### src/hdl/fbfa_pkg.sv
// Shared types and constants of the fixed block free-list allocator.
package fbfa_pkg;

	localparam int ADDR_W    = 32;
	localparam int BB_W      = 25;
	localparam int SIZE_W    = 26;
	localparam int CNT_W     = 11;
	localparam int CFG_IDX_W = 2;
	localparam int DIV_CNT_W = $clog2(ADDR_W);

	localparam logic OP_ALLOC = 1'b0;
	localparam logic OP_FREE  = 1'b1;

	typedef enum logic [CFG_IDX_W-1:0] {
		REG_POOL_BASE     = 2'd0,
		REG_BLOCK_BYTES   = 2'd1,
		REG_BLOCKS_IN_USE = 2'd2
	} cfg_reg_t;

	typedef enum logic [3:0] {
		S_INIT,
		S_CLEAR,
		S_IDLE,
		S_POP_RD,
		S_POP_WR,
		S_POP_SUM,
		S_FREE_CHK,
		S_FREE_DIV,
		S_FREE_PUSH
	} state_t;

	typedef enum logic [1:0] {
		RES_NONE,
		RES_ALLOC,
		RES_FREE
	} res_t;

	typedef struct packed {
		logic init;
		logic sweep;
		logic accept;
		logic pop;
		logic push;
		logic div_free;
		logic finish;
		res_t res;
	} ctrl_cmd_t;

	typedef struct packed {
		logic size_wr;
		logic count_wr;
		logic op_free;
		logic top_ok;
		logic addr_ok;
		logic idx_ok;
		logic div_done;
		logic sweep_last;
	} ctrl_stat_t;

endpackage

### src/hdl/fbfa_ctrl.sv
// Controller state machine of the allocator: sequencing of clear, allocate and free.
module fbfa_ctrl (
	input  logic                 clk,
	input  logic                 arst_n,
	input  logic                 start,
	output logic                 busy,
	input  fbfa_pkg::ctrl_stat_t stat,
	output fbfa_pkg::ctrl_cmd_t  cmd
);
	import fbfa_pkg::*;

	state_t state_q;
	state_t state_nxt;
	logic   round_act_q;

	// After a block_bytes write, the rounded block size is registered first as a line count and then as the size.
	always_ff @(posedge clk or negedge arst_n) begin
		if (!arst_n) begin
			state_q     <= S_INIT;
			round_act_q <= 1'b0;
		end else begin
			state_q     <= state_nxt;
			round_act_q <= stat.size_wr;
		end
	end

	always_comb begin
		state_nxt = state_q;
		case (state_q)
			S_INIT: begin
				if (!stat.count_wr) begin
					state_nxt = S_CLEAR;
				end
			end
			S_CLEAR: begin
				if (stat.count_wr) begin
					state_nxt = S_INIT;
				end else if (stat.sweep_last) begin
					state_nxt = S_IDLE;
				end
			end
			S_IDLE: begin
				if (stat.count_wr) begin
					state_nxt = S_INIT;
				end else if (start && !round_act_q) begin
					state_nxt = stat.op_free ? S_FREE_CHK : S_POP_RD;
				end
			end
			S_POP_RD:    state_nxt = stat.top_ok ? S_POP_WR : S_IDLE;
			S_POP_WR:    state_nxt = S_POP_SUM;
			S_POP_SUM:   state_nxt = S_IDLE;
			S_FREE_CHK:  state_nxt = stat.addr_ok ? S_FREE_DIV : S_IDLE;
			S_FREE_DIV: begin
				if (stat.div_done) begin
					state_nxt = S_FREE_PUSH;
				end
			end
			S_FREE_PUSH: state_nxt = S_IDLE;
			default:     state_nxt = S_INIT;
		endcase
	end

	always_comb begin
		cmd           = '0;
		cmd.res       = RES_NONE;
		busy          = (state_q != S_IDLE) || round_act_q;
		case (state_q)
			S_INIT:   cmd.init = 1'b1;
			S_CLEAR:  cmd.sweep = 1'b1;
			S_IDLE:   cmd.accept = start && !round_act_q;
			S_POP_RD: begin
				if (!stat.top_ok) begin
					cmd.finish = 1'b1;
				end
			end
			S_POP_WR: cmd.pop = 1'b1;
			S_POP_SUM: begin
				cmd.finish = 1'b1;
				cmd.res    = RES_ALLOC;
			end
			S_FREE_CHK: begin
				if (stat.addr_ok) begin
					cmd.div_free = 1'b1;
				end else begin
					cmd.finish = 1'b1;
				end
			end
			S_FREE_DIV: begin
			end
			S_FREE_PUSH: begin
				cmd.finish = 1'b1;
				if (stat.idx_ok) begin
					cmd.push = 1'b1;
					cmd.res  = RES_FREE;
				end
			end
			default: begin
			end
		endcase
	end

	// An item is only taken when no operation or size rounding is in flight.
	a_accept_idle: assert property (@(posedge clk) disable iff (!arst_n)
		cmd.accept |-> (state_q == S_IDLE) && !round_act_q)
		else $error("item accepted while the controller was occupied");

	a_one_writer: assert property (@(posedge clk) disable iff (!arst_n)
		$onehot0({cmd.sweep, cmd.pop, cmd.push}))
		else $error("more than one writer on the next-index table");

	a_finish_idle: assert property (@(posedge clk) disable iff (!arst_n)
		cmd.finish |=> state_q == S_IDLE)
		else $error("controller did not return to idle after a result");

	a_div_follow: assert property (@(posedge clk) disable iff (!arst_n)
		cmd.div_free |=> state_q == S_FREE_DIV)
		else $error("free division started without waiting on the divider");

endmodule

### config.mk
export PLATFORM = sky130hd
export DESIGN_NAME = fbfa_ctrl
export DESIGN_NICKNAME = d
export VERILOG_FILES = /design/src/hdl/fbfa_pkg.sv /design/src/hdl/fbfa_ctrl.sv
export SDC_FILE = /design/constraint.sdc
export NUM_CORES = 1
export LEC_CHECK = 0
export ABC_CLOCK_PERIOD_IN_PS = 1900
export BUFFER_PORTS_ARGS = -buffer_cell sky130_fd_sc_hd__buf_4
export CAP_MARGIN = 20
export CORE_AREA = 2 2 39 41
export CTS_BUF_LIST = sky130_fd_sc_hd__clkbuf_8
export DETAILED_ROUTE_END_ITERATION = 10
export DIE_AREA = 0 0 41 43
export GPL_TIMING_DRIVEN = 0
export PLACE_DENSITY = 0.61
export SLEW_MARGIN = 20
export SYNTH_ARGS = -nofsm -noshare
export SYNTH_HDL_FRONTEND = slang
export SYNTH_SLANG_ARGS = --single-unit
### constraint.sdc
create_clock -name clk -period 1.9 [get_ports clk]
set_input_delay 0.19 -clock clk [delete_from_list [all_inputs] [get_ports clk]]
set_output_delay 0.19 -clock clk [all_outputs]
set_load 0.02 [all_outputs]
==> results.py <==
metrics = {
    "yosys": {
        "seq_area_frac_synth_pct": 27.3,
        "synth_top_area_cell": "dfrtp_1",
        "synthTopCellsByArea": "dfrtp_1, o311ai_4, nor3_1, inv_1, o21ai_0",
        "synth_area_per_cell_um2": 8.18,
        "ys.flop_type": "dfrtp_1",
        "yosys_warnings": 0,
        "synth_edf_count": 0,
        "syn_inst": 56,
        "synth.ff_latch_count": 5,
        "yosysTopAreaCellShare_pct": 27.3,
        "synth_cell_type_count": 28,
        "syn_nets": 67,
        "synth.most_common_cell": "inv_1",
        "synthesis.area_um2": 458,
        "async_reset_ff_share_pct": 100,
        "synth_commonest_cells": "inv_1, dfrtp_1, nor3_1, nor2_1, o21ai_0",
    },
    "global_routing": {
        "globalRouteOverflowTotal": 0,
        "antenna_found_initial": 0,
        "grt_util_all_layers_pct": 13.8,
        "grt_pass1_wl_um": 1580,
        "grt_pass1_vias": 400,
        "grt_max_degree": 11,
    },
    "drt": {
        "finalWirelength_um": 1090,
        "drt_pass1_iterations": 3,
        "wire_per_inst_um": 11.2,
        "drc": 0,
        "drt_iter0_drc": 5,
        "vias": 468,
        "vias_per_cell": 4.82,
        "antenna_left": 0,
    },
    "sta": {
        "finalCriticalPeriod_ns": 1.86,
        "hold_slack_ns": 0.0795,
        "finalSetupViolCount": 0,
        "final.setup_skew_ns": 0.00102,
        "setup_tns_ns": 0,
        "hold_viol_final": 0,
        "slew_violations": 0,
        "max_slew_margin_pct": 79.7,
        "period_share_pct": 98.0,
        "tightest_slew_ns": 0.304,
        "fmax_mhz": 537,
    },
    "floorplan": {
        "die_w_um": 41,
        "ios": 21,
        "coreArea_um2": 1380,
        "initial_core_util_pct": 33.1,
        "die_height_um": 43,
        "dieArea_um2": 1760,
        "num_rows": 14,
    },
    "worst_hold_path": {
        "hold_path.class": "input port to flip-flop",
    },
    "final_layout": {
        "layout-drive-gt1-share_pct": 44.4,
        "antenna_cells": 0,
        "fillCellCount": 153,
        "nNetsFinal": 93,
        "fin_util_pct": 50.9,
        "final_cell_area_um2": 704,
        "syn_to_final_growth_pct": 53.8,
    },
    "critical_path": {
        "crit_path_start_kind": "flip-flop",
        "critPathMaxFanout": 10,
        "cp_data_arrival_time_ns": 1.67,
        "worstPathRequired_ns": 1.71,
        "endpoint_kind": "output pin",
        "crit_type": "flip-flop to output pin",
    },
    "run": {
        "cap_violations": 0,
    },
    "clocking": {
        "htree_levels": 1,
        "clk_latency_ns": 0.22,
        "clkTransAtPathRegs_ns": 0.03,
        "cts_tree": "built",
        "cts_setup_buffers": 0,
        "cts.sink_count": 5,
        "cts_buffer_depth": 2,
        "cts_buffers": 3,
        "clockRootBuffer": "clkbuf_8",
    },
    "power": {
        "power_density_nw_per_um2": 1410,
        "peakVddDrop_mv": 0.916,
        "leakagePower_nw": 0.322,
        "design_power_total_uw": 992,
    },
    "placement": {
        "port_buffers": 20,
        "dpl_cell_area_um2": 634,
        "gp_congestion": 0.689,
        "dp_hpwl_um": 826,
    },
    "status": {
        "status": "finished, final reports clean",
    },
}
[metrics by stage]
stage | setup slack (ns) | instances
floorplan | 0.0863 | 56
global placement | 0.190 | 92
detailed placement | 0.189 | 92
CTS | 0.00493 | 97
global route | -0.0108 | 97
finish | 0.0382 | 97
[path summary, 6_finish.rpt]
path / cells after the start / startpoint / endpoint / slack, ns
min reg2reg: 3 / state_q[3] / state_q[2] / 0.72
max: 5 / state_q[0] / cmd[4] / 0.04
max in group asynchronous: 2 / arst_n / state_q[3] / 1.46
min in group asynchronous: 2 / arst_n / round_act_q / 0.33
min: 1 / stat[7] / round_act_q / 0.08
max reg2reg: 3 / state_q[3] / state_q[1] / 0.25
[what timing repair did]
action | 4_1_cts | 5_1_grt
pin swaps | 1 | 2
endpoints found under the setup margin | 1 | 2
resized for setup | 3 | 2
endpoints found under the hold margin | 5 | 0
gates cloned | 0 | 0
hold buffers | 1 | 0
[layout by cell type, fill, tap and decap left out, drive strengths merged]
| cell type | n |
|---|---|
| a21boi | 2 |
| or3 | 1 |
| or2 | 2 |
| o32a | 1 |
| nor3 | 5 |
| nor2 | 4 |
| nor3b | 1 |
| a211oi | 2 |
| o32ai | 1 |
| clkbuf | 3 |
| mux2i | 1 |
| inv | 7 |
| dlygate4sd3 | 1 |
| or2b | 1 |
| nor4 | 1 |
| nor2b | 3 |
| or4b | 2 |
| nand2 | 3 |
| o21ai | 4 |
| dfrtp | 5 |
| o311ai | 1 |
| buf | 24 |
| nand2b | 2 |
| a22oi | 1 |
| or4 | 1 |
| a21oi | 1 |
| xnor2 | 1 |
[state kept, by name, summed over array words and instances (netlist names)]
name         flops
state_q          4
round_act_q      1
[per-layer routing]
layer	global-route usage (%)	wire length [um]
met1	17.7	489
met2	19.4	548
met3	4.71	47
met4	8.00	0
met5	0	0
[critical path, stage by stage (launching register included)]
cell and delay [ns]:
dfrtp_1 0.38, buf_6 0.14, or4_4 0.56, nor2_4 0.14, buf_4 0.11, buf_4 0.12
[power by group]
part	total (mW)	switching, mW	leakage (nW)	internal, mW
sequential	0.165	0.0225	0.0625	0.142
combinational	0.642	0.350	0.233	0.292
clock	0.185	0.0468	0.0269	0.138
[logic make-up after synthesis]
group / Yosys count / synth area share [%]
buffers and inverters: 10 / 11.2
and+or+nand+nor: 26 / 33.6
muxes: 1 / 2.19
DFF: 5 / 27.3
xor gates and xnor gates: 1 / 1.91
AOI/OAI and AO/OA: 13 / 23.8
[final cells by class]
type	instances	area, um^2	share of cell area (%)
multi-input cells	41	299	42.5
plain buffers	4	31.3	4.44
clock buffers	3	41.3	5.86
inverters	6	22.5	3.20
repair buffers	21	160	22.7
flip-flops and latches	5	126	17.9
clock inverters	1	3.75	0.533
well taps	16	20.0	2.84
No activity file was read; power rests on OpenSTA's default activity.
